===== config.mk =====
export PLATFORM = sky130hd
export DESIGN_NAME = msseq_score_mem
export DESIGN_NICKNAME = d
export VERILOG_FILES = /design/src/rtl/msseq_score_mem.sv
export SDC_FILE = /design/constraint.sdc
export NUM_CORES = 2
export LEC_CHECK = 0
export BUFFER_PORTS_ARGS = -buffer_cell sky130_fd_sc_hd__buf_2
export CAP_MARGIN = 20
export CORE_MARGIN = 2
export CORE_UTILIZATION = 66
export CTS_BUF_LIST = sky130_fd_sc_hd__clkbuf_8
export CTS_CLUSTER_DIAMETER = 50
export DETAILED_ROUTE_END_ITERATION = 16
export PLACE_DENSITY = 0.8
export SLEW_MARGIN = 20
export SYNTH_ARGS = -nofsm -noshare
export SYNTH_HDL_FRONTEND = slang
export SYNTH_SLANG_ARGS = --single-unit

===== constraint.sdc =====
create_clock -name clk -period 2.95 [get_ports clk]
set_input_delay 0.1475 -clock clk [delete_from_list [all_inputs] [get_ports clk]]
set_output_delay 0.1475 -clock clk [all_outputs]
set_load 0.02 [all_outputs]

===== src/rtl/msseq_score_mem.sv =====
// Score byte memory: one write port, one registered read port.
module msseq_score_mem #(
  parameter int DEPTH = 512,
  parameter int AW    = 9
) (
  input  logic          clk,
  input  logic          rd_en,
  input  logic [AW-1:0] rd_addr,
  output logic [7:0]    rd_data,
  input  logic          wr_en,
  input  logic [AW-1:0] wr_addr,
  input  logic [7:0]    wr_data
);

  logic [7:0] mem [DEPTH];
  logic [7:0] rd_data_r;

  assign rd_data = rd_data_r;

  always_ff @(posedge clk) begin
    if (wr_en) begin
      mem[wr_addr] <= wr_data;
    end
  end

  always_ff @(posedge clk) begin
    if (rd_en) begin
      rd_data_r <= mem[rd_addr];
    end
  end

endmodule


==> results.yml <==
run_status:
  status: "finished with violations"
  violations: "negative setup slack"
synth:
  async_flop_share_pct: 0
  synth.net_count: 8059
  synth-seq-cells: 4104
  avgSynthCellArea_sq_um: 19.93
  yosys_warnings: 0
  yosys.cell_types.count: 50
  synthesis.area_sq_um: 160000
  synth_ff_type: "edfxtp_1"
  synth-edff-count: 4104
  yosysSeqAreaShare_pct: 77.02
  syn-instance-count: 8030
timing:
  worst_slack_ns: -0.007412
  grt_setup_unrepaired: "no"
  final-hold-violation-count: 0
  relSlewSlack_pct: 16.66
  finalSetupViolCount: 1
  maxSlewViolCount: 0
  final.period_utilization_pct: 100.3
  hold_ws_ns: 0.08701
  worst_pin_slew_ns: 1.237
  finalWorstPathRequiredPeriod_ns: 2.957
  finClkSkew_ns: 0.07374
  max_clock_freq_mhz: 338.1
cts:
  htree_levels: 6
  numCtsBuffers: 637
  clock_sinks: 4104
  clockRootBuffer: "clkbuf_8"
  cts_tree: "yes"
  clock_path_buffers: 4
  clk_latency_ns: 1.15
  cts.clk_slew.worst_paths_ns: 0.06
  post_cts.repair.setup_buffers: 0
job:
  maxCapViolCount: 0
placed_design:
  place_ws_ns: -0.8360
  place_area_sq_um: 169700
  portBuffers: 36
  dp_hpwl_mm: 260.1
  place_congestion: 0.9407
routing:
  viasPerCell: 6.889
  vias: 87811
  drt_wl_total_mm: 414.0
  wl_per_cell_um: 32.48
  antenna_left: 0
  drtIter0Drc: 13327
  drc: 0
  dr.pass1.iters: 8
worst_setup_path:
  regToRegEndpoint: "rd_data[7]"
  cp_num_cells: 6
  cpLargestDelayFamily: "compound AO/OA/AOI/OAI gates"
  reg2reg_depth: 6
  worst_setup_path_end_kind: "flip-flop"
  r2r_setup_slack_ns: -0.007
  worstPathCellList: "mux4_2, o22ai_1, a22oi_1, nand4_1, o21ai_0, o2111a_1"
  r2r-start: "mem[118][7]"
  required_ns: 3.79
  slowest_delay_ns: 0.48
  critPathMaxFanout: 1
  crit_buf_inv: 0
  critPathKind: "flip-flop to flip-flop"
  crit_arrival_ns: 3.80
  cp_slowest_cell: "o2111a_1"
  endpoint: "rd_data[7]"
  critPathLaunch: "mem[118][7]"
  start_kind: "flip-flop"
cells_and_area:
  final_nets: 9103
  post-route-util_pct: 75.33
  final_common_cell: "edfxtp_1"
  drive_gt1_share_pct: 24.48
  areaGrowthSynthToFinish_pct: 13.35
  design_area_sq_um: 181400
  layout_common_cells: "edfxtp_1 (4104), mux2i_1 (797), buf_4 (716)"
floorplanning:
  core-area_sq_um: 240800
  io_pins: 37
  initial_core_util_pct: 66.46
  die_x_um: 496.4
  row_count: 180
  die_y_um: 496.4
  design.die.area_sq_um: 246400
grt:
  grt_util_all_layers_pct: 33.81
  gr-total-overflow: 0
  grt_pass1_vias: 87722
  antenna_found_initial: 13
  grt_pass1_wl_mm: 596.1
  grt_max_degree: 158
power:
  powerDensity_nw_per_um2: 628.4
  p_leak_nw: 60.03
  vdd_drop_max_uv: 488.0
worst_hold_path:
  hold_class: "primary input to flip-flop"
[area by class of cell]
cell class,count,area (sq um)
Sequential cell,4104,123200
Fill cell,12398,59390
Multi-Input combinational cell,3410,34030
Clock buffer,651,8960
Timing Repair Buffer,918,8758
Tap cell,3185,3985
Clock inverter,462,2346
Antenna cell,13,32.53
Inverter,3,18.77
[layer usage]
layer,track usage [%],up-vias,share of wire [%]
li1,-,35616,-
met1,47.44,44474,35
met2,51.08,6699,47
met3,8.566,1020,13
met4,15.38,2,4.8
met5,0,-,0.0031
[report_power, final]
group / switching (W) / internal [W] / total (W)
logic: 0.00413 / 0.00232 / 0.00645
clock network: 0.0215 / 0.0217 / 0.0432
registers: 0.0000413 / 0.0642 / 0.0643
total: 0.0257 / 0.0882 / 0.114
[synth_stat cells (8+ instances only)]
| master | instances | share of area, % |
|---|---|---|
| nand4_1 | 32 | 0.13 |
| buf_1 | 41 | 0.096 |
| o31ai_1 | 13 | 0.061 |
| a211oi_1 | 17 | 0.080 |
| mux2i_1 | 797 | 5.0 |
| nor3b_1 | 8 | 0.038 |
| o21ai_0 | 118 | 0.37 |
| buf_8 | 11 | 0.10 |
| o221ai_1 | 371 | 2.0 |
| o22ai_1 | 163 | 0.64 |
| a21oi_1 | 194 | 0.61 |
| buf_6 | 64 | 0.45 |
| nor3_1 | 109 | 0.34 |
| buf_2 | 57 | 0.18 |
| nand3_1 | 36 | 0.11 |
| nor2_1 | 597 | 1.4 |
| nand2_1 | 111 | 0.26 |
| a22oi_1 | 61 | 0.29 |
| buf_4 | 70 | 0.33 |
| clkbuf_1 | 265 | 0.62 |
| nor4_1 | 36 | 0.14 |
| mux4_2 | 654 | 9.2 |
| o2111a_1 | 8 | 0.056 |
| edfxtp_1 | 4104 | 77 |
| and2_1 | 20 | 0.078 |
[what timing repair did]
action / CTS / global route
endpoints found under the hold margin: 4318 / 0
resized for setup: 3 / 3
hold buffers: 24 / 0
endpoints found under the setup margin: 3 / 2
[how the worst min path moves through the flow]
stage	depth (start not counted)	end	slack (ns)	startpoint
after floorplan	0	mem[0][0]	0.25	wr_data[0]
after global placement	1	mem[403][3]	0.50	wr_data[3]
after detailed placement	1	mem[401][3]	0.52	wr_data[3]
after CTS	5	mem[267][6]	0.005	wr_addr[2]
after global routing	5	mem[267][5]	0.07	wr_addr[2]
final	5	mem[267][6]	0.09	wr_addr[2]
[kinds of logic after synthesis]
kind of cell | synth area share (%)
DFF | 77.02
and+or+nand+nor | 2.630
muxes | 14.19
buffers and inverters | 1.848
AOI/OAI and AO/OA | 4.311
[stage by stage]
stage | instances | setup TNS (ns) | power (W)
floorplan | 8030 | 0 | 0.06857
global placement | 11596 | -4.317 | 0.07159
detailed placement | 11596 | -4.520 | 0.07177
CTS | 12733 | 0 | 0.1140
global route | 12738 | 0 | 0.1167
finish | 12746 | -0.007412 | 0.1140
[registers in the layout, indices dropped and copies added (netlist names)]
signal and cells:
mem 4096, rd_data 8
[tightest hold or removal path, delay by kind of cell]
| kind | cells | cell delay (ns) |
|---|---|---|
| simple gates | 3 | 0.60 |
| buf+inv | 2 | 0.28 |
Note: power is estimated with default switching activity, not from simulation.
