==> src/rtl/msseq_pkg.sv <==
// Shared types, codes, reset values and lookup tables of the melody score sequencer.
package msseq_pkg;

  localparam logic [2:0] CMD_TICK    = 3'd0;
  localparam logic [2:0] CMD_RESTART = 3'd1;
  localparam logic [2:0] CMD_PLAY    = 3'd2;
  localparam logic [2:0] CMD_SLOWER  = 3'd3;
  localparam logic [2:0] CMD_FASTER  = 3'd4;
  localparam logic [2:0] CMD_SELECT  = 3'd5;
  localparam logic [2:0] CMD_LOAD    = 3'd6;

  localparam logic [1:0] MODE_PLAYING = 2'd0;
  localparam logic [1:0] MODE_PAUSED  = 2'd1;
  localparam logic [1:0] MODE_READY   = 2'd2;
  localparam logic [1:0] MODE_ENDED   = 2'd3;

  localparam logic [2:0] REG_SONG0_START = 3'd0;
  localparam logic [2:0] REG_SONG0_LEN   = 3'd1;
  localparam logic [2:0] REG_SONG1_START = 3'd2;
  localparam logic [2:0] REG_SONG1_LEN   = 3'd3;
  localparam logic [2:0] REG_TEMPO       = 3'd4;
  localparam logic [2:0] REG_BLINK       = 3'd5;

  localparam logic [8:0]  RST_SONG0_START = 9'd0;
  localparam logic [9:0]  RST_SONG0_LEN   = 10'd72;
  localparam logic [8:0]  RST_SONG1_START = 9'd72;
  localparam logic [9:0]  RST_SONG1_LEN   = 10'd418;
  localparam logic [6:0]  RST_TEMPO       = 7'd18;
  localparam logic [5:0]  RST_BLINK       = 6'd30;
  localparam logic [10:0] RST_PERIOD      = 11'd1;

  localparam logic [6:0]  TEMPO_SLOW_LIMIT = 7'd80;
  localparam logic [6:0]  TEMPO_FLOOR      = 7'd1;
  localparam logic [10:0] TICK_MAX         = 11'd2047;

  typedef struct packed {
    logic [7:0] load_value;
    logic [8:0] load_address;
    logic       song_choice;
    logic [2:0] cmd;
  } item_t;

  typedef struct packed {
    logic [9:0]  position;
    logic        led_level;
    logic [10:0] half_period;
    logic        tone_enable;
    logic [1:0]  mode;
  } result_t;

  typedef struct packed {
    logic [8:0] song0_start;
    logic [9:0] song0_len;
    logic [8:0] song1_start;
    logic [9:0] song1_len;
    logic [6:0] tempo;
    logic [5:0] blink;
  } cfg_t;

  function automatic logic [6:0] class_units(input logic [2:0] cls);
    logic [6:0] u;
    unique case (cls)
      3'd0:    u = 7'd1;
      3'd1:    u = 7'd8;
      3'd2:    u = 7'd16;
      3'd3:    u = 7'd24;
      3'd4:    u = 7'd32;
      3'd5:    u = 7'd48;
      3'd6:    u = 7'd64;
      3'd7:    u = 7'd96;
      default: u = 7'd1;
    endcase
    return u;
  endfunction

  // index 0 is a rest; anything past the table also reads as a rest
  function automatic logic [10:0] half_period_of(input logic [4:0] n);
    logic [10:0] p;
    case (n)
      5'd1:    p = 11'd1911;
      5'd2:    p = 11'd1803;
      5'd3:    p = 11'd1703;
      5'd4:    p = 11'd1607;
      5'd5:    p = 11'd1517;
      5'd6:    p = 11'd1432;
      5'd7:    p = 11'd1351;
      5'd8:    p = 11'd1276;
      5'd9:    p = 11'd1204;
      5'd10:   p = 11'd1136;
      5'd11:   p = 11'd1073;
      5'd12:   p = 11'd1012;
      5'd13:   p = 11'd956;
      5'd14:   p = 11'd902;
      5'd15:   p = 11'd851;
      5'd16:   p = 11'd803;
      5'd17:   p = 11'd758;
      5'd18:   p = 11'd716;
      5'd19:   p = 11'd676;
      5'd20:   p = 11'd638;
      5'd21:   p = 11'd602;
      5'd22:   p = 11'd568;
      5'd23:   p = 11'd536;
      5'd24:   p = 11'd506;
      5'd25:   p = 11'd478;
      default: p = 11'd1;
    endcase
    return p;
  endfunction

endpackage

==> src/rtl/msseq_cfg_regs.sv <==
// APB configuration register file of the melody score sequencer.
module msseq_cfg_regs (
  input  logic                clk,
  input  logic                rst_n,
  input  logic                psel,
  input  logic                penable,
  input  logic                pwrite,
  input  logic [4:0]          paddr,
  input  logic [31:0]         pwdata,
  output logic [31:0]         prdata,
  output msseq_pkg::cfg_t     cfg
);

  msseq_pkg::cfg_t cfg_r;
  logic            wr_en;
  logic [2:0]      idx;

  assign idx   = paddr[4:2];
  assign wr_en = psel && penable && pwrite;
  assign cfg   = cfg_r;

  always_ff @(posedge clk) begin
    if (!rst_n) begin
      cfg_r.song0_start <= msseq_pkg::RST_SONG0_START;
      cfg_r.song0_len   <= msseq_pkg::RST_SONG0_LEN;
      cfg_r.song1_start <= msseq_pkg::RST_SONG1_START;
      cfg_r.song1_len   <= msseq_pkg::RST_SONG1_LEN;
      cfg_r.tempo       <= msseq_pkg::RST_TEMPO;
      cfg_r.blink       <= msseq_pkg::RST_BLINK;
    end else if (wr_en) begin
      case (idx)
        msseq_pkg::REG_SONG0_START: cfg_r.song0_start <= pwdata[8:0];
        msseq_pkg::REG_SONG0_LEN:   cfg_r.song0_len   <= pwdata[9:0];
        msseq_pkg::REG_SONG1_START: cfg_r.song1_start <= pwdata[8:0];
        msseq_pkg::REG_SONG1_LEN:   cfg_r.song1_len   <= pwdata[9:0];
        msseq_pkg::REG_TEMPO:       cfg_r.tempo       <= pwdata[6:0];
        msseq_pkg::REG_BLINK:       cfg_r.blink       <= pwdata[5:0];
        default: ;
      endcase
    end
  end

  always_comb begin
    case (idx)
      msseq_pkg::REG_SONG0_START: prdata = 32'(cfg_r.song0_start);
      msseq_pkg::REG_SONG0_LEN:   prdata = 32'(cfg_r.song0_len);
      msseq_pkg::REG_SONG1_START: prdata = 32'(cfg_r.song1_start);
      msseq_pkg::REG_SONG1_LEN:   prdata = 32'(cfg_r.song1_len);
      msseq_pkg::REG_TEMPO:       prdata = 32'(cfg_r.tempo);
      msseq_pkg::REG_BLINK:       prdata = 32'(cfg_r.blink);
      default:                    prdata = 32'd0;
    endcase
  end

endmodule

==> config.mk <==
export PLATFORM = sky130hd
export DESIGN_NAME = msseq_cfg_regs
export DESIGN_NICKNAME = d
export VERILOG_FILES = /design/src/rtl/msseq_pkg.sv /design/src/rtl/msseq_cfg_regs.sv
export SDC_FILE = /design/constraint.sdc
export NUM_CORES = 1
export LEC_CHECK = 0
export ABC_AREA = 1
export BUFFER_PORTS_ARGS = -buffer_cell sky130_fd_sc_hd__buf_2
export CORE_MARGIN = 2
export CORE_UTILIZATION = 43
export DETAILED_ROUTE_END_ITERATION = 8
export GPL_TIMING_DRIVEN = 0
export PLACE_DENSITY = 0.87
export SLEW_MARGIN = 20
export SYNTH_ARGS = -nofsm -noshare
export SYNTH_HDL_FRONTEND = slang
export SYNTH_SLANG_ARGS = --single-unit
==> constraint.sdc <==
create_clock -name clk -period 0.95 [get_ports clk]
set_input_delay 0.0475 -clock clk [delete_from_list [all_inputs] [get_ports clk]]
set_output_delay 0.0475 -clock clk [all_outputs]
set_load 0.02 [all_outputs]
==> results of run 1 <==
## repair_timing
action | in CTS | in global routing
setup buffers | 16 | 7
hold buffers | 5 | 0
endpoints found under the hold margin | 6 | 0
pin swaps | 19 | 19
gates resized for setup | 65 | 54
endpoints found under the setup margin | 10 | 49
## cells in the final DEF, fill, tap and decap left out, drive strengths merged, types with 4 or more instances in the layout
| cell type | instances |
|---|---|
| nand4 | 20 |
| buf | 135 |
| nand3 | 54 |
| clkbuf | 13 |
| nand2 | 114 |
| dfxtp | 51 |
| dlygate4sd3 | 5 |
| conb | 22 |
| o21ai | 4 |
| inv | 30 |
| nor2 | 110 |
## worst max-delay path: cells and delay by family (launching register included)
family / cells / cell delay, ps
AND/OR/NAND/NOR: 4 / 410
flip-flops: 1 / 340
buffers and inverters: 1 / 140
## worst paths after layout
kind                                            from                   end  depth (start not counted)
worst max register to register  cfg[20]$_SDFFE_PN1P_  cfg[20]$_SDFFE_PN1P_                          3
worst max-delay path            cfg[38]$_SDFFE_PN1P_             prdata[6]                          5
worst min register to register  cfg[18]$_SDFFE_PN1P_  cfg[18]$_SDFFE_PN1P_                          2
worst min-delay path                       pwdata[6]  cfg[29]$_SDFFE_PN1P_                          3
## logic make-up (layout without fill, tap and decap cells)
family | count (synthesis) | count (layout)
flops | 51 | 51
other cells | 1 | 22
compound gates | 6 | 6
buf+inv | 77 | 187
simple gates | 298 | 298
## power breakdown
group          internal, mW  total, mW  switching (mW)
Combinational         0.352      0.913           0.561
Clock                 0.774       1.51           0.740
Sequential             2.17       2.19          0.0229
## final cells by class
class                           count  area [µm²]
Clock inverter                      1        30.0
Tap cell                           77        96.3
Sequential cell                    51        1060
Multi-Input combinational cell    326        1530
Timing Repair Buffer              103         776
Buffer                             44         339
Clock buffer                        6        72.6
Inverter                           33         145
Fill cell                         538        2300
## routing by layer
| layer | routed length, µm | vias to the layer above | global-route usage (%) | part of all wire, % |
|---|---|---|---|---|
| met1 | 3590 | 1488 | 30.5 | 39 |
| met4 | 310 | 0 | 11.4 | 3.4 |
| met3 | 810 | 26 | 4.18 | 8.9 |
| met5 | 0 | - | 0 | 0 |
| met2 | 4410 | 193 | 40.1 | 48 |
| li1 | - | 1579 | - | - |
## metrics by stage
stage,cell area [µm²],hold WS (ps)
2_1_floorplan,2930,174
3_3_place_gp,3410,281
3_5_place_dp,3410,281
4_1_cts,3850,4.13
5_1_grt,4050,43.6
6_report,4050,3.41
==> impl_metrics.toml, run 1 <==
[global_route]
overflow = 0
grt_pass1_wl_um = 13800
grt_max_degree = 15
grt_pass1_vias = 2907
grt_antenna_before_repair = 0
grt_usage_pct = 24.2

[routing]
antenna_left = 0
drt-vias-per-instance = 5.13
routedWlPerCell_um = 14.2
first_pass_iters = 5
drc = 0
drt_iter0_markers = 252
wl_um = 9120
num_vias = 3286

[clocking]
h-tree-depth = 2
cts-root-buf = "clkbuf_8"
cts.sinks = 51
cts.path.max_buffers = 2
clkLatencyLatePin_ps = 310
clkTransAtPathRegs_ps = 90
tritoncts = "yes"
cts_buffers = 5

[yosys]
synth_seq_cells = 51
synth_area_per_cell_um2 = 6.51
ys_seq_area_share_pct = 36.2
synth_mux_area_share_pct = 0
ys_warn_count = 0
netlist_area_um2 = 2820
synth_largest_area_cell = "dfxtp_1"
synthArstFlopShare_pct = 0
synth-simple-area-share_pct = 48.0
synth.most_common_cell = "nand2_1"
synthXorXnorAreaFrac_pct = 0
ys_types = 22
synthAdderAreaFrac_pct = 0
synth_compound_area_share_pct = 1.07
yosys-top-cells-area = "dfxtp_1 (36%), nand2_1 (15%), nor2_1 (13%), nand3_1 (8.9%), buf_4 (7.2%)"
synth_edf_count = 0
syn-instance-count = 433
synth_top_family_by_area = "simple AND/OR/NAND/NOR gates"
synth.top_cell.area_share_pct = 36.2
synth_ff_type = "dfxtp_1"
yosys-top-cells-count = "nand2_1 (112), nor2_1 (99), dfxtp_1 (51)"

[status]
outcome = "finished with violations"
violations = "negative setup slack"

[cells_and_area]
finalCoreUtilization_pct = 63.8
final_cells = 641
area_delta_synth_final_pct = 43.7
nNetsFinal = 606
largest_reg_flops = 51
diodes = 0
drive_gt1_share_pct = 38.3

[die]
die_y_um = 85.0
top_level_ports = 125
die_w_um = 85.0
start_util_pct = 44.4
fp.coreArea_um2 = 6350
die-area_um2 = 7220
rows = 29

[pwr]
power.leakage_nw = 2.03
total_power_mw = 4.62
power_density_nw_per_um2 = 1140
ir_drop_uv = 712

[sta]
slew_violations = 0
period_minus_slack_ps = 1250
skew_ps = 0
setup_viol_count_final = 12
hold_viol = 0
finalSetupTns_ps = -2170
slew_headroom_pct = 61.5
fmax_ghz = 0.798
tightest_slew_ps = 577
layout_setup_ws_ps = -302
finalCritPeriodShare_pct = 132
rsz0062_at_grt = "true"

[placed_design]
io_buffers = 75
dp_hpwl_um = 6330
gp_congestion = 0.933
dp_cells = 606
dpl_worst_slack_ps = -373

[worst_setup_path]
startpoint_type = "flip-flop"
cp.arrival_ps = 1200
crit_chain = "nand4_1, nand2_1, nor2_1, nand2_1, buf_6"
path_max_fanout = 2
end_kind = "output pin"
rrSetupSlack_ps = 240
cp_common_cell = "nand2_1"
slowest_delay_ps = 340
cp_slowest_cell = "dfxtp_2"
crit_required_ps = 900
path_class = "flip-flop to output pin"

[hold_path]
hold_path_class = "primary input to flip-flop"

[job]
max_cap_viol_count = 0
(Power assumes the default switching activity.)
==> inputs of run 2 (changes only) <==
--- a/config.mk
+++ b/config.mk
@@ -7,11 +7,11 @@
 export LEC_CHECK = 0
 export ABC_AREA = 1
 export BUFFER_PORTS_ARGS = -buffer_cell sky130_fd_sc_hd__buf_2
-export CORE_MARGIN = 2
 export CORE_UTILIZATION = 43
 export DETAILED_ROUTE_END_ITERATION = 8
 export GPL_TIMING_DRIVEN = 0
 export PLACE_DENSITY = 0.87
+export SETUP_SLACK_MARGIN = 0.5
 export SLEW_MARGIN = 20
 export SYNTH_ARGS = -nofsm -noshare
 export SYNTH_HDL_FRONTEND = slang
==> run 2 against run 1 <==
The run ends with negative hold slack, negative setup slack left. Critical path depth did not move. Routed wire length rose by 47%. Worst hold slack got worse by 53 ps. First-iteration DRC count rose by 120%. Non-clock buffer count rose by 44. Via count rose by 21%. Critical endpoint is now prdata[0]. Highest routed layer unchanged.
==> impl_metrics.toml, run 2 (synthesis results as in run 1) <==
[worst_setup_path]
path_max_fanout = 2
rrSetupSlack_ps = -40
r2r-end = "cfg[14]$_SDFFE_PN1P_"
path_class = "flip-flop to output pin"
crit_family = "simple AND/OR/NAND/NOR gates"
end_kind = "output pin"
cp.arrival_ps = 1260
regToRegStartpoint = "cfg[14]$_SDFFE_PN1P_"
worstRegToRegCells = 6
crit_chain = "nand4_1, nand2_1, nor2_2, nand2_2, buf_6"
crit_required_ps = 900
path_buf_inv = 1
slowest_delay_ps = 340
cp_slowest_cell = "dfxtp_2"
startpoint_type = "flip-flop"

[routing]
num_vias = 3976
drt_iter0_markers = 544
drt-vias-per-instance = 5.77
first_pass_iters = 7
drc = 0
wl_um = 13400
antenna_left = 0
routedWlPerCell_um = 19.4

[clocking]
cts_buffers = 5
cts.sinks = 51
cts-root-buf = "clkbuf_8"
h-tree-depth = 2
clkLatencyLatePin_ps = 320
clkTransAtPathRegs_ps = 110
cts.path.max_buffers = 2
tritoncts = "yes"

[sta]
skew_ps = 0
finalSetupTns_ps = -4220
hold_viol = 5
fmax_ghz = 0.767
setup_viol_count_final = 36
rsz0062_at_grt = "true"
finalCritPeriodShare_pct = 137
period_minus_slack_ps = 1300
slew_violations = 0
timing.hold.ws_ps = -49.1
layout_setup_ws_ps = -354

[global_route]
met3_usage_pct = 6.06
grt.busiest_layer = "met2"
grt_pass1_wl_um = 16900
gr-usage-met2_pct = 51.4
grt_pass1_vias = 3504
use_met1_pct = 37.8
overflow = 0
grt_antenna_before_repair = 0
grt_max_degree = 16
grt_usage_pct = 30.8

[cells_and_area]
diodes = 0
drive_gt1_share_pct = 60.3
area_delta_synth_final_pct = 90.7
final_cells = 689
nNetsFinal = 653
final_cell_mix = "buf_6 (123), nand2_1 (81), nor2_1 (67)"
largest_reg_flops = 51
finalCoreUtilization_pct = 84.6
fin_area_um2 = 5370
layout_commonest_cell = "buf_6"

[die]
top_level_ports = 125
die_w_um = 83.0
die-area_um2 = 6880
die_y_um = 83.0
rows = 29
fp.coreArea_um2 = 6350
start_util_pct = 44.4

[placed_design]
postPlaceCellArea_um2 = 3590
dp_cells = 606
gp_congestion = 0.874
dp_hpwl_um = 6400
io_buffers = 75
dpl_worst_slack_ps = -285

[pwr]
total_power_mw = 5.31
ir_drop_uv = 925
power_density_nw_per_um2 = 988
power.leakage_nw = 2.53

[status]
outcome = "finished with violations"
violations = "negative hold slack, negative setup slack"

[hold_path]
hold_path_class = "primary input to flip-flop"
hold_end = "cfg[18]$_SDFFE_PN1P_"
hp-start = "pwdata[5]"
hold_depth = 3

[job]
max_cap_viol_count = 0
[run 2: report_power, final]
part,internal [mW],switching (mW),total [mW]
sequential,2.15,0.0304,2.18
clock,1.05,0.823,1.88
combinational,0.521,0.729,1.25
[run 2: layout make-up]
cell class,instances,area (µm²)
multi-input combinational,329,1910
timing repair buffer,147,1580
sequential,51,1100
fill,321,977
buffer,44,389
inverter,33,158
tap,77,96.3
clock buffer,6,72.6
clock inverter,2,60.1
[run 2: worst min-delay path, cell delays in order]
cell and delay [ps]:
buf_2 90, nand2_1 60, nand3_2 60
[run 2: worst max-delay path by stage]
| stage | endpoint | start | depth (start not counted) | slack (ps) |
|---|---|---|---|---|
| floorplan | cfg[39]$_SDFFE_PN0P_ | paddr[3] | 9 | 40 |
| global placement | prdata[3] | paddr[2] | 10 | -260 |
| detailed placement | prdata[3] | paddr[2] | 10 | -290 |
| CTS | prdata[0] | cfg[13]$_SDFFE_PN0P_ | 5 | -250 |
| global route | prdata[0] | cfg[23]$_SDFFE_PN0P_ | 5 | -360 |
| finish | prdata[0] | cfg[23]$_SDFFE_PN0P_ | 5 | -350 |
[run 2: what timing repair did]
| item | CTS | global route |
|---|---|---|
| endpoints found under the hold margin | 9 | 5 |
| endpoints found under the setup margin | 112 | 112 |
| gates cloned | 6 | 0 |
| setup buffers | 37 | 32 |
| resized for setup | 230 | 88 |
| pin swaps | 68 | 55 |
[run 2: per-layer routing]
metal,wire [µm],up-vias
met3,1430,123
li1,-,1674
met1,4550,1790
met2,6380,389
met4,1010,0
met5,0,-
==> inputs of run 3 (changes only) <==
--- a/config.mk
+++ b/config.mk
@@ -5,9 +5,8 @@
 export SDC_FILE = /design/constraint.sdc
 export NUM_CORES = 1
 export LEC_CHECK = 0
-export ABC_AREA = 1
 export BUFFER_PORTS_ARGS = -buffer_cell sky130_fd_sc_hd__buf_2
-export CORE_UTILIZATION = 43
+export CORE_UTILIZATION = 42
 export DETAILED_ROUTE_END_ITERATION = 8
 export GPL_TIMING_DRIVEN = 0
 export PLACE_DENSITY = 0.87
==> run 3 against run 2 <==
The run still ends with negative hold slack, negative setup slack left. First-iteration DRC count shrank 58%. Global-route usage shrank 0.91 points. Combinational power shrank 25%. Count of clock-buffer cells in the layout grew 1. Sequential share of layout area grew 3.7 points. Via count shrank 31%. Worst setup slack lost 150 ps. Utilization shrank 4.1 points. Routed wire length shrank 22%. Sequential cell count is the same. Clock skew is the same. Critical endpoint is now prdata[7].
==> impl_metrics.toml, run 3 <==
[sta]
period_minus_slack_ps = 1460
setup_viol_count_final = 24
rsz0062_at_grt = "true"
finalCritPeriodShare_pct = 153
timing.hold.ws_ps = -1.59
slew_violations = 0
layout_setup_ws_ps = -507
skew_ps = 0
fmax_ghz = 0.686
hold_viol = 1

[yosys]
synth_largest_area_cell = "dfxtp_1"
ys_warn_count = 0
ys_types = 29
ys_seq_area_share_pct = 40.0
synth_ff_type = "dfxtp_1"
synthArstFlopShare_pct = 0
synth_edf_count = 0
yosys-top-cells-count = "mux2i_1 (60), dfxtp_1 (51), nand2_1 (47)"
synth_seq_cells = 51
syn-instance-count = 269
synth_area_per_cell_um2 = 9.48
synth.most_common_cell = "mux2i_1"
netlist_area_um2 = 2550
synth.top_cell.area_share_pct = 40.0
yosys-top-cells-area = "dfxtp_1 (40%), mux2i_1 (24%), nand2_1 (6.9%), buf_4 (6.5%), o21ai_0 (2.6%)"

[worst_setup_path]
cp.arrival_ps = 1410
cp_slowest_cell = "mux4_2"
slowest_delay_ps = 470
r2r-end = "cfg[10]$_SDFFE_PN1P_"
startpoint_type = "flip-flop"
crit_cells = 3
path_max_fanout = 3
worstRegToRegCells = 5
crit_required_ps = 900
regToRegStartpoint = "cfg[10]$_SDFFE_PN1P_"
rrSetupSlack_ps = -50
crit_chain = "mux4_2, nor2b_4, buf_6"
path_class = "flip-flop to output pin"
path_buf_inv = 1
crit_family = "multiplexers"
end_kind = "output pin"

[die]
rows = 28
fp.coreArea_um2 = 5890
die_y_um = 79.9
start_util_pct = 43.3
die_w_um = 79.9
top_level_ports = 125
die-area_um2 = 6390

[routing]
drt_iter0_markers = 230
drt-vias-per-instance = 5.60
num_vias = 2762
routedWlPerCell_um = 21.1
first_pass_iters = 5
antenna_left = 0
drc = 0
wl_um = 10400

[cells_and_area]
final_cell_mix = "buf_6 (99), mux2i_1 (49), nand2_1 (41)"
largest_reg_flops = 51
area_delta_synth_final_pct = 85.8
finalCoreUtilization_pct = 80.5
nNetsFinal = 459
diodes = 0
layout_commonest_cell = "buf_6"
drive_gt1_share_pct = 65.8

[placed_design]
dp_hpwl_um = 5600
io_buffers = 74
dpl_worst_slack_ps = -392
gp_congestion = 0.804

[clocking]
cts.path.max_buffers = 2
clkTransAtPathRegs_ps = 90
tritoncts = "yes"
cts_buffers = 5
clkLatencyLatePin_ps = 310
cts.sinks = 51
cts-root-buf = "clkbuf_8"
h-tree-depth = 2

[global_route]
grt_antenna_before_repair = 0
overflow = 0
grt_usage_pct = 29.9
grt_pass1_wl_um = 14000
grt_pass1_vias = 2667
grt_max_degree = 15

[hold_path]
hold_end = "cfg[41]$_SDFFE_PN0P_"
hold_path_class = "primary input to flip-flop"
hold_depth = 3
hp-start = "pwdata[9]"

[pwr]
total_power_mw = 4.33
ir_drop_uv = 767
power_density_nw_per_um2 = 915
power.leakage_nw = 2.11

[status]
outcome = "finished with violations"
violations = "negative hold slack, negative setup slack"

[job]
max_cap_viol_count = 0
==> run 3: changes by cell type after synthesis, sizes merged, moves of 19 or more <==
cell,before,now
mux2i,0,60
nor2,110,3
nand3,54,0
nand2,114,47
inv,32,8
nand4,20,1
==> run 3: power breakdown <==
part           switching (mW)  internal, mW
clock network           0.761         0.520
registers              0.0224          2.09
logic                   0.510         0.427
==> run 3: cells by family (layout without fill, tap and decap cells) <==
group | Yosys count | count (layout) | share of synthesized area, %
other | 1 | 22 | 0.147
AND/OR/NAND/NOR | 70 | 70 | 13.7
buffers and inverters | 51 | 179 | 11.4
flip-flops | 51 | 51 | 40.0
AO/OA/AOI/OAI | 34 | 34 | 9.37
multiplexers | 62 | 62 | 25.3
==> run 3: tightest hold or removal path, cell delays in order <==
cell and delay (ps):
buf_2 100, nand2_1 70, mux2i_1 70
==> run 3: worst max-delay path by stage <==
stage                      endpoint  slack (ps)            startpoint
2_1_floorplan  cfg[42]$_SDFFE_PN0P_        -150              paddr[2]
3_3_place_gp   cfg[32]$_SDFFE_PN0P_        -400                pwrite
3_5_place_dp   cfg[32]$_SDFFE_PN0P_        -390                pwrite
4_1_cts                   prdata[7]        -480  cfg[49]$_SDFFE_PN0P_
5_1_grt                   prdata[7]        -540  cfg[39]$_SDFFE_PN0P_
6_report                  prdata[7]        -510  cfg[39]$_SDFFE_PN0P_
==> run 3: final cells by class <==
type / instances / area (µm²)
buffer: 43 / 444
clock buffer: 7 / 76.3
tap: 75 / 93.8
clock inverter: 1 / 5.00
fill: 317 / 1150
inverter: 8 / 30.0
timing repair buffer: 120 / 1290
sequential: 51 / 1140
multi-input combinational: 188 / 1660
==> run 3: timing repair <==
| item | 4_1_cts | 5_1_grt |
|---|---|---|
| setup buffers | 25 | 20 |
| endpoints found under the hold margin | 1 | 0 |
| cloned | 1 | 0 |
| resized for setup | 186 | 54 |
| setup endpoints to repair | 112 | 112 |
| pin swaps | 7 | 10 |
==> run 3: routing by layer <==
metal / vias up / global-route usage, % / part of all wire, %
li1: 1200 / - / -
met1: 1328 / 34.7 / 38
met2: 193 / 51.6 / 48
met3: 41 / 7.66 / 9.1
met4: 0 / 12.7 / 4.2
met5: - / 0 / 0
==> run 3: through the flow <==
step	setup TNS (ps)	cells	hold WS [ps]	instance area (µm²)
finish	-5260	493	-1.59	4740
global route	-5870	493	5.30	4740
CTS	-3800	473	-2.21	4390
detailed placement	-13710	439	325	3510
global placement	-11770	439	313	3510
floorplan	-2490	290	204	3050
