<file path="src/rtl/msseq_pkg.sv">
// Shared types, codes, reset values and lookup tables of the melody score sequencer.
package msseq_pkg;

  localparam logic [2:0] CMD_TICK    = 3'd0;
  localparam logic [2:0] CMD_RESTART = 3'd1;
  localparam logic [2:0] CMD_PLAY    = 3'd2;
  localparam logic [2:0] CMD_SLOWER  = 3'd3;
  localparam logic [2:0] CMD_FASTER  = 3'd4;
  localparam logic [2:0] CMD_SELECT  = 3'd5;
  localparam logic [2:0] CMD_LOAD    = 3'd6;

  localparam logic [1:0] MODE_PLAYING = 2'd0;
  localparam logic [1:0] MODE_PAUSED  = 2'd1;
  localparam logic [1:0] MODE_READY   = 2'd2;
  localparam logic [1:0] MODE_ENDED   = 2'd3;

  localparam logic [2:0] REG_SONG0_START = 3'd0;
  localparam logic [2:0] REG_SONG0_LEN   = 3'd1;
  localparam logic [2:0] REG_SONG1_START = 3'd2;
  localparam logic [2:0] REG_SONG1_LEN   = 3'd3;
  localparam logic [2:0] REG_TEMPO       = 3'd4;
  localparam logic [2:0] REG_BLINK       = 3'd5;

  localparam logic [8:0]  RST_SONG0_START = 9'd0;
  localparam logic [9:0]  RST_SONG0_LEN   = 10'd72;
  localparam logic [8:0]  RST_SONG1_START = 9'd72;
  localparam logic [9:0]  RST_SONG1_LEN   = 10'd418;
  localparam logic [6:0]  RST_TEMPO       = 7'd18;
  localparam logic [5:0]  RST_BLINK       = 6'd30;
  localparam logic [10:0] RST_PERIOD      = 11'd1;

  localparam logic [6:0]  TEMPO_SLOW_LIMIT = 7'd80;
  localparam logic [6:0]  TEMPO_FLOOR      = 7'd1;
  localparam logic [10:0] TICK_MAX         = 11'd2047;

  typedef struct packed {
    logic [7:0] load_value;
    logic [8:0] load_address;
    logic       song_choice;
    logic [2:0] cmd;
  } item_t;

  typedef struct packed {
    logic [9:0]  position;
    logic        led_level;
    logic [10:0] half_period;
    logic        tone_enable;
    logic [1:0]  mode;
  } result_t;

  typedef struct packed {
    logic [8:0] song0_start;
    logic [9:0] song0_len;
    logic [8:0] song1_start;
    logic [9:0] song1_len;
    logic [6:0] tempo;
    logic [5:0] blink;
  } cfg_t;

  function automatic logic [6:0] class_units(input logic [2:0] cls);
    logic [6:0] u;
    unique case (cls)
      3'd0:    u = 7'd1;
      3'd1:    u = 7'd8;
      3'd2:    u = 7'd16;
      3'd3:    u = 7'd24;
      3'd4:    u = 7'd32;
      3'd5:    u = 7'd48;
      3'd6:    u = 7'd64;
      3'd7:    u = 7'd96;
      default: u = 7'd1;
    endcase
    return u;
  endfunction

  // index 0 is a rest; anything past the table also reads as a rest
  function automatic logic [10:0] half_period_of(input logic [4:0] n);
    logic [10:0] p;
    case (n)
      5'd1:    p = 11'd1911;
      5'd2:    p = 11'd1803;
      5'd3:    p = 11'd1703;
      5'd4:    p = 11'd1607;
      5'd5:    p = 11'd1517;
      5'd6:    p = 11'd1432;
      5'd7:    p = 11'd1351;
      5'd8:    p = 11'd1276;
      5'd9:    p = 11'd1204;
      5'd10:   p = 11'd1136;
      5'd11:   p = 11'd1073;
      5'd12:   p = 11'd1012;
      5'd13:   p = 11'd956;
      5'd14:   p = 11'd902;
      5'd15:   p = 11'd851;
      5'd16:   p = 11'd803;
      5'd17:   p = 11'd758;
      5'd18:   p = 11'd716;
      5'd19:   p = 11'd676;
      5'd20:   p = 11'd638;
      5'd21:   p = 11'd602;
      5'd22:   p = 11'd568;
      5'd23:   p = 11'd536;
      5'd24:   p = 11'd506;
      5'd25:   p = 11'd478;
      default: p = 11'd1;
    endcase
    return p;
  endfunction

endpackage

</file>
<file path="src/rtl/msseq_core.sv">
// Player state and per-command update; forms score read and write addresses.
module msseq_core #(
  parameter int AW         = 9,
  parameter int NOTE_COUNT = 26
) (
  input  logic                 clk,
  input  logic                 rst_n,
  input  msseq_pkg::cfg_t      cfg,
  input  msseq_pkg::item_t     in_item,
  output logic [AW-1:0]        rd_addr,
  input  logic [7:0]           rd_data,
  input  msseq_pkg::item_t     s1_item,
  input  logic                 s1_fire,
  output logic                 wr_en,
  output logic [AW-1:0]        wr_addr,
  output logic [7:0]           wr_data,
  output msseq_pkg::result_t   result_nxt
);

  localparam int SW = (AW > 11) ? AW : 11;

  logic [8:0]  base_r,   base_nxt;
  logic [9:0]  len_r,    len_nxt;
  logic [9:0]  idx_r,    idx_nxt;
  logic [10:0] tick_r,   tick_nxt;
  logic [6:0]  tempo_r,  tempo_nxt;
  logic        brk_r,    brk_nxt;
  logic [1:0]  mode_r,   mode_nxt;
  logic [5:0]  blink_r,  blink_nxt;
  logic        led_r,    led_nxt;
  logic        tone_r,   tone_nxt;
  logic [10:0] period_r, period_nxt;
  logic [7:0]  cur_r,    cur_nxt;

  logic [SW-1:0] next_sum, cur_sum, sel_sum, ld_sum, base_sum;
  logic [8:0]    sel_base;
  logic [9:0]    idx_inc;
  logic [13:0]   need, have;
  logic [10:0]   rd_period;
  logic [AW-1:0] cur_addr;

  assign idx_inc  = idx_r + 10'd1;
  assign next_sum = SW'(base_r) + SW'(idx_inc);
  assign cur_sum  = SW'(base_r) + SW'(idx_r);
  assign base_sum = SW'(base_r);
  assign sel_base = in_item.song_choice ? cfg.song1_start : cfg.song0_start;
  assign sel_sum  = SW'(sel_base);
  assign ld_sum   = SW'(s1_item.load_address);
  assign cur_addr = cur_sum[AW-1:0];

  always_comb begin
    unique case (in_item.cmd)
      msseq_pkg::CMD_RESTART: rd_addr = base_sum[AW-1:0];
      msseq_pkg::CMD_SELECT:  rd_addr = sel_sum[AW-1:0];
      default:                rd_addr = next_sum[AW-1:0];
    endcase
  end

  assign wr_en   = s1_fire && (s1_item.cmd == msseq_pkg::CMD_LOAD);
  assign wr_addr = ld_sum[AW-1:0];
  assign wr_data = s1_item.load_value;

  assign need = 14'(msseq_pkg::class_units(cur_r[7:5])) * 14'(tempo_r);
  assign have = {tick_r, 3'b000};
  assign rd_period = (6'(rd_data[4:0]) < 6'(NOTE_COUNT)) ?
                     msseq_pkg::half_period_of(rd_data[4:0]) : msseq_pkg::RST_PERIOD;

  always_comb begin
    base_nxt   = base_r;
    len_nxt    = len_r;
    idx_nxt    = idx_r;
    tick_nxt   = tick_r;
    tempo_nxt  = tempo_r;
    brk_nxt    = brk_r;
    mode_nxt   = mode_r;
    blink_nxt  = blink_r;
    led_nxt    = led_r;
    tone_nxt   = tone_r;
    period_nxt = period_r;
    cur_nxt    = cur_r;
    unique case (s1_item.cmd)
      msseq_pkg::CMD_TICK: begin
        if (mode_r == msseq_pkg::MODE_PLAYING) begin
          if (idx_r < len_r) begin
            if (brk_r || (have >= need)) begin
              tick_nxt = '0;
              idx_nxt  = idx_inc;
              brk_nxt  = 1'b0;
              if (idx_inc < len_r) begin
                period_nxt = rd_period;
                cur_nxt    = rd_data;
                if (!brk_r && (rd_data[7:5] == 3'd0)) begin
                  brk_nxt = 1'b1;
                end
              end
            end else if (tick_r < msseq_pkg::TICK_MAX) begin
              tick_nxt = tick_r + 11'd1;
            end
          end else begin
            mode_nxt = msseq_pkg::MODE_ENDED;
            tone_nxt = 1'b0;
            led_nxt  = 1'b1;
          end
        end else if (mode_r == msseq_pkg::MODE_PAUSED) begin
          if (blink_r == cfg.blink) begin
            blink_nxt = '0;
            led_nxt   = ~led_r;
          end else begin
            blink_nxt = blink_r + 6'd1;
          end
        end
      end
      msseq_pkg::CMD_RESTART, msseq_pkg::CMD_SELECT: begin
        if (s1_item.cmd == msseq_pkg::CMD_SELECT) begin
          base_nxt = s1_item.song_choice ? cfg.song1_start : cfg.song0_start;
          len_nxt  = s1_item.song_choice ? cfg.song1_len : cfg.song0_len;
        end
        tone_nxt   = 1'b0;
        tick_nxt   = '0;
        idx_nxt    = '0;
        tempo_nxt  = cfg.tempo;
        brk_nxt    = 1'b0;
        mode_nxt   = msseq_pkg::MODE_READY;
        period_nxt = rd_period;
        cur_nxt    = rd_data;
        led_nxt    = 1'b1;
      end
      msseq_pkg::CMD_PLAY: begin
        if (mode_r != msseq_pkg::MODE_ENDED) begin
          tone_nxt = ~tone_r;
          if (mode_r == msseq_pkg::MODE_PLAYING) begin
            mode_nxt = msseq_pkg::MODE_PAUSED;
          end else begin
            mode_nxt = msseq_pkg::MODE_PLAYING;
            led_nxt  = 1'b0;
          end
        end
      end
      msseq_pkg::CMD_SLOWER: begin
        if (tempo_r < msseq_pkg::TEMPO_SLOW_LIMIT) begin
          tempo_nxt = tempo_r + 7'd1;
        end
      end
      msseq_pkg::CMD_FASTER: begin
        if (tempo_r > msseq_pkg::TEMPO_FLOOR) begin
          tempo_nxt = tempo_r - 7'd1;
        end
      end
      msseq_pkg::CMD_LOAD: begin
        // keep the cached current note in step with the memory
        if (wr_addr == cur_addr) begin
          cur_nxt = s1_item.load_value;
        end
      end
      default: ;
    endcase
  end

  assign result_nxt.mode        = mode_nxt;
  assign result_nxt.tone_enable = tone_nxt;
  assign result_nxt.half_period = period_nxt;
  assign result_nxt.led_level   = led_nxt;
  assign result_nxt.position    = idx_nxt;

  always_ff @(posedge clk) begin
    if (!rst_n) begin
      base_r   <= msseq_pkg::RST_SONG0_START;
      len_r    <= msseq_pkg::RST_SONG0_LEN;
      idx_r    <= '0;
      tick_r   <= '0;
      tempo_r  <= msseq_pkg::RST_TEMPO;
      brk_r    <= 1'b0;
      mode_r   <= msseq_pkg::MODE_READY;
      blink_r  <= '0;
      led_r    <= 1'b1;
      tone_r   <= 1'b0;
      period_r <= msseq_pkg::RST_PERIOD;
    end else if (s1_fire) begin
      base_r   <= base_nxt;
      len_r    <= len_nxt;
      idx_r    <= idx_nxt;
      tick_r   <= tick_nxt;
      tempo_r  <= tempo_nxt;
      brk_r    <= brk_nxt;
      mode_r   <= mode_nxt;
      blink_r  <= blink_nxt;
      led_r    <= led_nxt;
      tone_r   <= tone_nxt;
      period_r <= period_nxt;
    end
  end

  always_ff @(posedge clk) begin
    if (s1_fire) begin
      cur_r <= cur_nxt;
    end
  end

endmodule

</file>
<file path="config.mk">
export PLATFORM = sky130hd
export DESIGN_NAME = msseq_core
export DESIGN_NICKNAME = d
export VERILOG_FILES = /design/src/rtl/msseq_pkg.sv /design/src/rtl/msseq_core.sv
export SDC_FILE = /design/constraint.sdc
export NUM_CORES = 1
export LEC_CHECK = 0
export ABC_CLOCK_PERIOD_IN_PS = 6930
export BUFFER_PORTS_ARGS = -buffer_cell sky130_fd_sc_hd__buf_2
export CORE_MARGIN = 2
export CORE_UTILIZATION = 57
export DETAILED_ROUTE_END_ITERATION = 8
export PLACE_DENSITY_LB_ADDON = 0.25
export REMOVE_ABC_BUFFERS = 1
export SLEW_MARGIN = 20
export SYNTH_ARGS = -nofsm -noshare
export SYNTH_HDL_FRONTEND = slang
export SYNTH_SLANG_ARGS = --single-unit
</file>
<file path="constraint.sdc">
create_clock -name clk -period 6.93 [get_ports clk]
set_input_delay 0.3465 -clock clk [delete_from_list [all_inputs] [get_ports clk]]
set_output_delay 0.3465 -clock clk [all_outputs]
set_load 0.01 [all_outputs]
</file>
==> results of run 1 <==
-- kinds of logic after synthesis --
| group | count (synthesis) | synth area share |
|---|---|---|
| AND/OR/NAND/NOR | 315 | 0.195 |
| AO/OA/AOI/OAI | 245 | 0.200 |
| buffers and inverters | 139 | 0.0794 |
| adder cells (fa/ha/maj) | 107 | 0.185 |
| flip-flops | 77 | 0.202 |
| XOR/XNOR | 60 | 0.0675 |
| multiplexers | 51 | 0.0706 |
-- final cells by class --
cell class,count,area (um^2)
Clock inverter,5,82.6
Sequential cell,77,1570
Multi-Input combinational cell,778,5650
Tap cell,176,220
Fill cell,1187,4560
Timing Repair Buffer,137,721
Clock buffer,11,253
Inverter,63,236
-- registers in the layout, indices dropped and copies added, names as in the netlist, named ones only --
name	flops
base_r	9
tempo_r	7
blink_r	6
tone_r	1
len_r	10
led_r	1
idx_r	10
mode_r	2
tick_r	11
period_r	11
brk_r	1
cur_r	3
-- worst paths after layout --
| path | from | to | slack [ns] | cells after the start |
|---|---|---|---|---|
| setup reg to reg | register | register | 0.46 | 25 |
| setup / recovery | register | result_nxt[9] | 0.39 | 26 |
| hold reg to reg | period_r[5] | period_r[5] | 0.45 | 2 |
| hold / removal | cfg[35] | len_r[3] | 0.26 | 3 |
-- cells in the final DEF, fill, tap and decap left out, drive strengths merged, types with 4 or more instances in the layout --
cell type	netlist	routed
a211oi	26	26
a21o	10	10
a21oi	70	70
a22oi	5	5
a31oi	15	15
and2	26	26
and3	14	14
and4	4	4
buf	34	137
clkbuf	42	11
dfxtp	74	74
fa	14	14
ha	92	92
inv	62	62
mux2	15	15
mux2i	35	35
nand2	70	70
nand2b	12	12
nand3	40	40
nand4	8	8
nor2	91	91
nor2b	7	7
nor3	24	24
nor3b	5	5
nor4	4	4
o211ai	7	7
o21a	4	4
o21ai	63	63
o221ai	4	4
o22ai	4	4
or3	5	5
xnor2	30	30
xor2	30	30
-- cell usage after synthesis, drive strengths merged, types with 4 or more instances --
master  instances
and2           26
nor3           24
nand3          40
nor4            4
and4            4
inv            62
o211ai          7
a211oi         26
mux2           15
a21oi          70
nand2b         12
nor2b           7
o221ai          4
o22ai           4
or3             5
o21ai          63
and3           14
nor2           91
a22oi           5
ha             92
o21a            4
nor3b           5
fa             14
clkbuf         42
mux2i          35
nand2          70
nand4           8
xnor2          30
buf            34
a31oi          15
dfxtp          74
xor2           30
a21o           10
-- power by group through the flow --
stage / Clock [mW] / Sequential, mW / Combinational (mW)
after detailed placement: 0 / 0.484 / 0.305
final: 0.528 / 0.475 / 0.310
after global routing: 0.556 / 0.477 / 0.353
after floorplan: 0 / 0.482 / 0.192
after CTS: 0.534 / 0.474 / 0.307
after global placement: 0 / 0.484 / 0.299
-- tightest hold or removal path, stage by stage --
cell and delay (ns):
buf_2 0.07, o211ai_1 0.07, o211ai_1 0.08
-- routing by layer --
metal  part of all wire  routed length [um]  GRT usage
met5                  0                   0          0
met4              0.014                 252     0.0654
met3              0.053                 966     0.0472
met2               0.47                8630      0.416
met1               0.46                8470      0.349
-- repair_timing --
item | in CTS | in global routing
pin swaps | 0 | 2
resized for setup | 1 | 11
setup buffers | 0 | 1
setup endpoints to repair | 11 | 29
==> results.toml, run 1 <==
[run_status]
status = "completed"

[critical_path]
cp.required_ns = 6.58
cpPeakStageDelay_ns = 0.53
critPathSlowestCell = "fa_1"
crit_family = "adder cells"
end_kind = "output port"
crit_type = "register to output port"
crit_fanout = 12
startpoint_type = "register"
path_buf_inv = 4
arrival_ns = 6.19

[yosys]
yosysUniqueCellTypes = 73
synth_top_area_cell = "dfxtp_1"
synth_seq_area_share = 0.202
yosys_warnings = 0
synth_ff_type = "dfxtp_1"
synth.top_cells.by_area = "dfxtp_1, ha_1, a21oi_1"
synthArstFlopShare = 0
yosysTopAreaCellShare = 0.190
ys_seq_elements = 77
syn_area_um2 = 7780
netlist_instances = 994
synth_edf_count = 3
avgSynthCellArea_um2 = 7.83

[power_and_ir_drop]
p_leak_nw = 4.06
swShare = 0.294
clkPwrFrac = 0.402
pwr-share-seq = 0.361
p_comb_frac = 0.236
internal_power_mw = 0.927
peakVddDrop_mv = 0.0973
switchingPower_mw = 0.386
power_mw = 1.31
power.density_nw_per_um2 = 150

[sta]
fmax_mhz = 153
timing.final.crit_share = 0.944
clock_skew_ns = 0.00610
drv_slew = 0
finalHoldViolations = 0
timing.final.ws_setup_ns = 0.391
min_period_ns = 6.54
hold_slack_ns = 0.260
finalSetupViolations = 0
relSlewSlack = 0.321
final.setup.tns_ns = 0
tightestPinTransition_ns = 1.02

[cts]
path_clk_slew_ns = 0.06
clk_latency_ns = 0.35
clock_sinks = 77
hold_buffers = 0
clockRootBuffer = "clkbuf_16"
cts_buffer_depth = 2
numCtsBuffers = 9
ctsHtreeMaxLevel = 3
cts_tree = "yes"

[floorplan]
core_region_area_um2 = 13300
start_util = 0.585
die_y_um = 121
die_area_um2 = 14600
io_pins = 156
rows = 42
die_w_um = 121

[layout]
final_util = 0.657
syn_to_final_growth_pct = 12.2
nNetsFinal = 1276
drive_gt1_frac = 0.179
final_cells = 1247
diodes = 0
final_area_um2 = 8730

[placement]
port_buffers = 128
gp_congestion = 0.915
place_area_um2 = 8330
post-place-ws_ns = 0.152
place_inst = 1230
hpwl_um = 13900

[drt]
drt-total-wl_um = 18300
dr.pass1.iters = 5
routed-via-count = 7198
drt-initial-drc-count = 567
viasPerCell = 5.77
wl_per_cell_um = 14.7
ant_nets = 0
route.detailed.drc = 0

[global_routing]
grt_max_degree = 39
grt_overflow = 0
groute.usage.overall = 0.256
grt_pass1_vias = 6432
grt_first_pass_wirelength_um = 30600
grt_antenna_before_repair = 0

[job]
drv_cap = 0

[min_path]
holdCritPathClass = "input port to register"
Note: power is estimated with default switching activity, not from simulation.
==> inputs of run 2 (changes only) <==
--- a/config.mk
+++ b/config.mk
@@ -5,11 +5,13 @@
 export SDC_FILE = /design/constraint.sdc
 export NUM_CORES = 1
 export LEC_CHECK = 0
+export ABC_AREA = 1
 export ABC_CLOCK_PERIOD_IN_PS = 6930
 export BUFFER_PORTS_ARGS = -buffer_cell sky130_fd_sc_hd__buf_2
 export CORE_MARGIN = 2
-export CORE_UTILIZATION = 57
+export CORE_UTILIZATION = 58
 export DETAILED_ROUTE_END_ITERATION = 8
+export GPL_ROUTABILITY_DRIVEN = 0
 export PLACE_DENSITY_LB_ADDON = 0.25
 export REMOVE_ABC_BUFFERS = 1
 export SLEW_MARGIN = 20
==> run 2 against run 1 <==
Sequential power is 6.7% higher. Synthesized cell count is 30% higher. Clock skew is 0.0012 ns higher. Via count is 18% higher. Global-route usage is 1.4 points higher. Cell count is 25% higher. Critical path depth stayed put. Largest cell class unchanged.
==> results.toml, run 2 <==
[drt]
drt-initial-drc-count = 619
ant_nets = 0
wl_per_cell_um = 13.3
routed-via-count = 8509
dr.pass1.iters = 5
route.detailed.drc = 0
viasPerCell = 5.44
drt-total-wl_um = 20800

[placement]
port_buffers = 128
post-place-ws_ns = 0.897
hpwl_um = 15800

[power_and_ir_drop]
p_leak_nw = 5.11
pwr-share-seq = 0.342
internal_power_mw = 0.936
swShare = 0.368
clkPwrFrac = 0.320
switchingPower_mw = 0.545
peakVddDrop_mv = 0.157
power.density_nw_per_um2 = 160
p_comb_frac = 0.337

[yosys]
synth.top_cells.by_area = "dfxtp_1, ha_1, nand2_1"
synth_top_area_cell = "dfxtp_1"
yosysUniqueCellTypes = 60
yosys_warnings = 0
ys_seq_elements = 77
synthArstFlopShare = 0
netlist_instances = 1290
synth_seq_area_share = 0.187
avgSynthCellArea_um2 = 6.52
synth_edf_count = 3
ys_top_cells_by_count = "nand2_1, inv_1, a21oi_1, nor2_1, o21ai_0"
yosysTopAreaCellShare = 0.176
syn_area_um2 = 8410
synth_ff_type = "dfxtp_1"
yosysMostFrequentCell = "nand2_1"

[layout]
layout_common_cells = "nand2_1, inv_1, buf_2"
layout_commonest_cell = "nand2_1"
reg_top3 = "period_r (11), tick_r (11)"
syn_to_final_growth_pct = 10.3
nNetsFinal = 1584
diodes = 0
drive_gt1_frac = 0.146

[min_path]
holdPathStages = 3
holdCritPathClass = "input port to register"
min-delay-start = "cfg[38]"
whs_endpoint = "len_r[6]"

[floorplan]
die_w_um = 124
die_area_um2 = 15500
rows = 44
core_region_area_um2 = 14400
start_util = 0.586
die_y_um = 124
io_pins = 156

[job]
drv_cap = 0

[cts]
cts_resized = 0
cts_buffer_depth = 2
numCtsBuffers = 9
path_clk_slew_ns = 0.06
clock_sinks = 77
post_cts_buffers = 0
cts_tree = "yes"
clockRootBuffer = "clkbuf_16"
clk_latency_ns = 0.35
hold_buffers = 0
ctsHtreeMaxLevel = 3

[critical_path]
reg2regPathDepth = 28
crit_fanout = 19
crit_type = "register to output port"
reg2reg_slack_ns = 0.98
arrival_ns = 6.09
startpoint_type = "register"
cp.required_ns = 6.58
r2r-end = "tick_r[7]"
reg2reg_from = "tempo_r[2]"
end_kind = "output port"

[sta]
relSlewSlack = 0.290
fmax_mhz = 155
clock_skew_ns = 0.00729
min_period_ns = 6.44
drv_slew = 0
finalSetupViolations = 0
finalHoldViolations = 0
timing.final.crit_share = 0.929
timing.final.ws_setup_ns = 0.489
rsz0062_at_grt = "no"
tightestPinTransition_ns = 1.06
final.setup.tns_ns = 0

[global_routing]
grt_overflow = 0
grt_pass1_vias = 7808
grt_first_pass_wirelength_um = 35400
grt_antenna_before_repair = 0
groute.usage.overall = 0.269
grt_max_degree = 41

[run_status]
status = "completed"
==> run 2: through the flow <==
stage	total power, mW	hold slack [ns]	util	instances	instance area (um^2)
after floorplan	0.857	0.445	-	1232	8090
after global placement	0.999	0.483	0.625	1547	8990
after detailed placement	1.01	0.498	0.625	1547	8990
after CTS	1.49	0.252	0.646	1563	9280
after global routing	1.58	0.266	0.646	1563	9280
final	1.48	0.258	0.646	1563	9280
==> run 2: cells by family (layout without fill, tap and decap cells) <==
| group | Yosys count | after routing | synth area share |
|---|---|---|---|
| AOI/OAI and AO/OA | 302 | 302 | 0.202 |
| xor gates and xnor gates | 34 | 34 | 0.0354 |
| adders and majority gates | 106 | 106 | 0.170 |
| buffers and inverters | 287 | 376 | 0.141 |
| DFF | 77 | 77 | 0.187 |
| muxes | 1 | 1 | 0.00119 |
| and+or+nand+nor | 483 | 483 | 0.263 |
==> run 2: worst max-delay path by stage <==
stage / from / to / slack [ns] / cells after the start
2_1_floorplan: tempo_r[2] / result_nxt[6] / 1.41 / 27
3_3_place_gp: tempo_r[2] / result_nxt[17] / 0.99 / 26
3_5_place_dp: tempo_r[2] / result_nxt[7] / 0.90 / 27
4_1_cts: tempo_r[2] / result_nxt[7] / 0.51 / 27
5_1_grt: tempo_r[2] / result_nxt[7] / 0.04 / 27
6_report: tempo_r[2] / result_nxt[17] / 0.49 / 26
==> run 2: power groups by stage <==
stage / combinational [mW] / clock (mW) / sequential [mW]
after global routing: 0.570 / 0.499 / 0.510
final: 0.500 / 0.475 / 0.507
after floorplan: 0.352 / 0 / 0.504
after CTS: 0.499 / 0.482 / 0.506
after detailed placement: 0.495 / 0 / 0.516
after global placement: 0.484 / 0 / 0.515
==> run 2: metal layers <==
| metal | wire (um) | GRT usage |
|---|---|---|
| met5 | 0 | 0 |
| met4 | 282 | 0.0707 |
| met3 | 1250 | 0.0541 |
| met2 | 9670 | 0.450 |
| met1 | 9570 | 0.356 |
==> run 2: layout make-up <==
type	instances	area (um^2)
Sequential cell	77	1570
Timing Repair Buffer	131	663
Multi-Input combinational cell	926	5660
Fill cell	1343	5090
Clock inverter	7	66.3
Inverter	229	861
Tap cell	184	230
Clock buffer	9	225
==> run 2: critical path: stages (launching register included) <==
cell     delay, ns
dfxtp_1       0.58
nand2_1       0.09
inv_1         0.10
fa_1          0.42
ha_1          0.29
inv_1         0.06
fa_1          0.53
inv_1         0.05
fa_1          0.48
ha_1          0.35
inv_1         0.08
o31ai_1       0.31
a21o_1        0.16
a21oi_1       0.08
o21ai_0       0.16
a21oi_1       0.10
xor2_1        0.15
ha_1          0.27
nand2_1       0.08
nor3_1        0.33
nand2_4       0.11
nand2_8       0.13
nand2_4       0.14
o21ai_0       0.18
nand3_1       0.08
o21ai_0       0.22
buf_2         0.22
==> inputs of run 3 (changes only) <==
--- a/config.mk
+++ b/config.mk
@@ -5,11 +5,11 @@
 export SDC_FILE = /design/constraint.sdc
 export NUM_CORES = 1
 export LEC_CHECK = 0
-export ABC_AREA = 1
 export ABC_CLOCK_PERIOD_IN_PS = 6930
 export BUFFER_PORTS_ARGS = -buffer_cell sky130_fd_sc_hd__buf_2
+export CAP_MARGIN = 20
 export CORE_MARGIN = 2
-export CORE_UTILIZATION = 58
+export CORE_UTILIZATION = 57
 export DETAILED_ROUTE_END_ITERATION = 8
 export GPL_ROUTABILITY_DRIVEN = 0
 export PLACE_DENSITY_LB_ADDON = 0.25
==> run 3 against run 2 <==
Wire length fell by 10%. Sequential power fell by 6.3%. Clock skew fell by 0.00085 ns. Flip-flop and latch count did not move. Maximum frequency fell by 2.2%. Combinational power fell by 38%. Worst setup slack got worse by 0.15 ns. Hold slack improved by 0.0043 ns. Global-route usage fell by 1.7 points. Critical path type unchanged. Largest cell class unchanged. Largest power group unchanged. Highest routed layer unchanged.
==> results.toml, run 3 (synthesis results as in run 1) <==
[run_status]
status = "completed"

[layout]
nNetsFinal = 1275
reg_top3 = "period_r (11), tick_r (11)"
final_util = 0.653
syn_to_final_growth_pct = 11.5
final_cells = 1246
diodes = 0
layout_common_cells = "buf_2, ha_1, nor2_1"
drive_gt1_frac = 0.179
layout_commonest_cell = "buf_2"
fill_cells = 1183
multi_input_area_um2 = 5660
regArea_um2 = 1570
final_area_um2 = 8680

[critical_path]
end_kind = "output port"
reg2reg_slack_ns = 0.38
crit_type = "register to output port"
startpoint_type = "register"
reg2regPathDepth = 25
arrival_ns = 6.24
crit_fanout = 7
cp.required_ns = 6.58

[drt]
route.detailed.drc = 0
routed-via-count = 7265
viasPerCell = 5.83
ant_nets = 0
wl_per_cell_um = 14.9
drt-total-wl_um = 18600
dr.pass1.iters = 5
drt-initial-drc-count = 622

[sta]
final.setup.tns_ns = 0
timing.final.ws_setup_ns = 0.341
fmax_mhz = 152
drv_slew = 0
finalHoldViolations = 0
finalSetupViolations = 0
relSlewSlack = 0.252
hold_slack_ns = 0.263
min_period_ns = 6.59
tightestPinTransition_ns = 1.12
clock_skew_ns = 0.00644
rsz0062_at_grt = "no"
timing.final.crit_share = 0.951

[global_routing]
grt_max_degree = 39
grt_antenna_before_repair = 0
grt_first_pass_wirelength_um = 30100
grt_overflow = 0
groute.usage.overall = 0.252
grt_pass1_vias = 6498

[placement]
post-place-ws_ns = 0.158
place_area_um2 = 8320
place_inst = 1229
hpwl_um = 13900
port_buffers = 128

[power_and_ir_drop]
p_leak_nw = 4.04
power.density_nw_per_um2 = 145
peakVddDrop_mv = 0.112
power_mw = 1.26

[floorplan]
rows = 42
die_area_um2 = 14600
die_w_um = 121
core_region_area_um2 = 13300
die_y_um = 121
io_pins = 156
start_util = 0.585

[min_path]
min-delay-start = "cfg[35]"
holdPathStages = 3
holdCritPathClass = "input port to register"
whs_endpoint = "len_r[3]"

[cts]
cts_tree = "yes"
clockRootBuffer = "clkbuf_16"
clock_sinks = 77
cts_buffer_depth = 2
numCtsBuffers = 9
ctsHtreeMaxLevel = 3
path_clk_slew_ns = 0.06
clk_latency_ns = 0.35

[job]
drv_cap = 0
[run 3: cell count changes in the layout (fill, tap and decap cells not counted), sizes merged, moves of 22 or more]
cell | before | now
nand3 | 65 | 40
o21ai | 109 | 63
a211oi | 1 | 26
a21oi | 127 | 70
inv | 226 | 62
nor2 | 114 | 92
and2 | 0 | 26
mux2i | 1 | 35
nand2 | 258 | 70
[run 3: per-layer routing]
metal	vias up	share of wire	wire length, um	global-route usage
li1	3672	-	-	-
met1	3350	0.47	8730	0.337
met2	200	0.46	8530	0.407
met3	43	0.050	929	0.0443
met4	0	0.022	415	0.0916
met5	-	0	0	0
[run 3: worst max path at each step]
stage                from              to  slack, ns  cells after the start
6_report         register   result_nxt[9]       0.34                     25
5_1_grt          register  result_nxt[13]       0.01                     24
4_1_cts          register   result_nxt[9]       0.04                     24
3_5_place_dp     register   result_nxt[9]       0.16                     24
3_3_place_gp     register  result_nxt[11]       0.26                     24
2_1_floorplan  tempo_r[2]        register       0.90                     24
[run 3: critical path, stage by stage, from the launching register on]
cell and delay, ns:
dfxtp_1 0.36, and2_1 0.20, fa_1 0.48, ha_1 0.29, inv_1 0.05, fa_1 0.54, inv_1 0.06, fa_1 0.48
ha_1 0.35, nor2b_1 0.15, o21ai_1 0.16, a21oi_1 0.10, o21ai_0 0.15, nand2b_1 0.10, a21o_1 0.19, a21oi_1 0.18
xor2_1 0.10, ha_1 0.29, and4_1 0.23, nand2_1 0.08, a21o_1 0.19, nand2_2 0.11, a41oi_4 0.21, nor2_4 0.31
mux2_2 0.38, buf_2 0.14
[run 3: repair_timing]
action | CTS | global route
hold buffers | 0 | 0
resized for setup | 1 | 15
setup buffers | 0 | 0
gates cloned | 0 | 1
endpoints found under the setup margin | 11 | 29
pin swaps | 0 | 3
[run 3: area by class of cell]
class | count | share of cell area
clock buffer | 9 | 0.0260
clock inverter | 7 | 0.00764
inverter | 63 | 0.0273
multi-input combinational | 779 | 0.653
sequential | 77 | 0.181
tap | 176 | 0.0254
timing repair buffer | 135 | 0.0799
[run 3: report_power, final]
group	internal, mW	switching [mW]
clock	0.277	0.196
combinational	0.131	0.179
sequential	0.460	0.0153
total	0.868	0.390
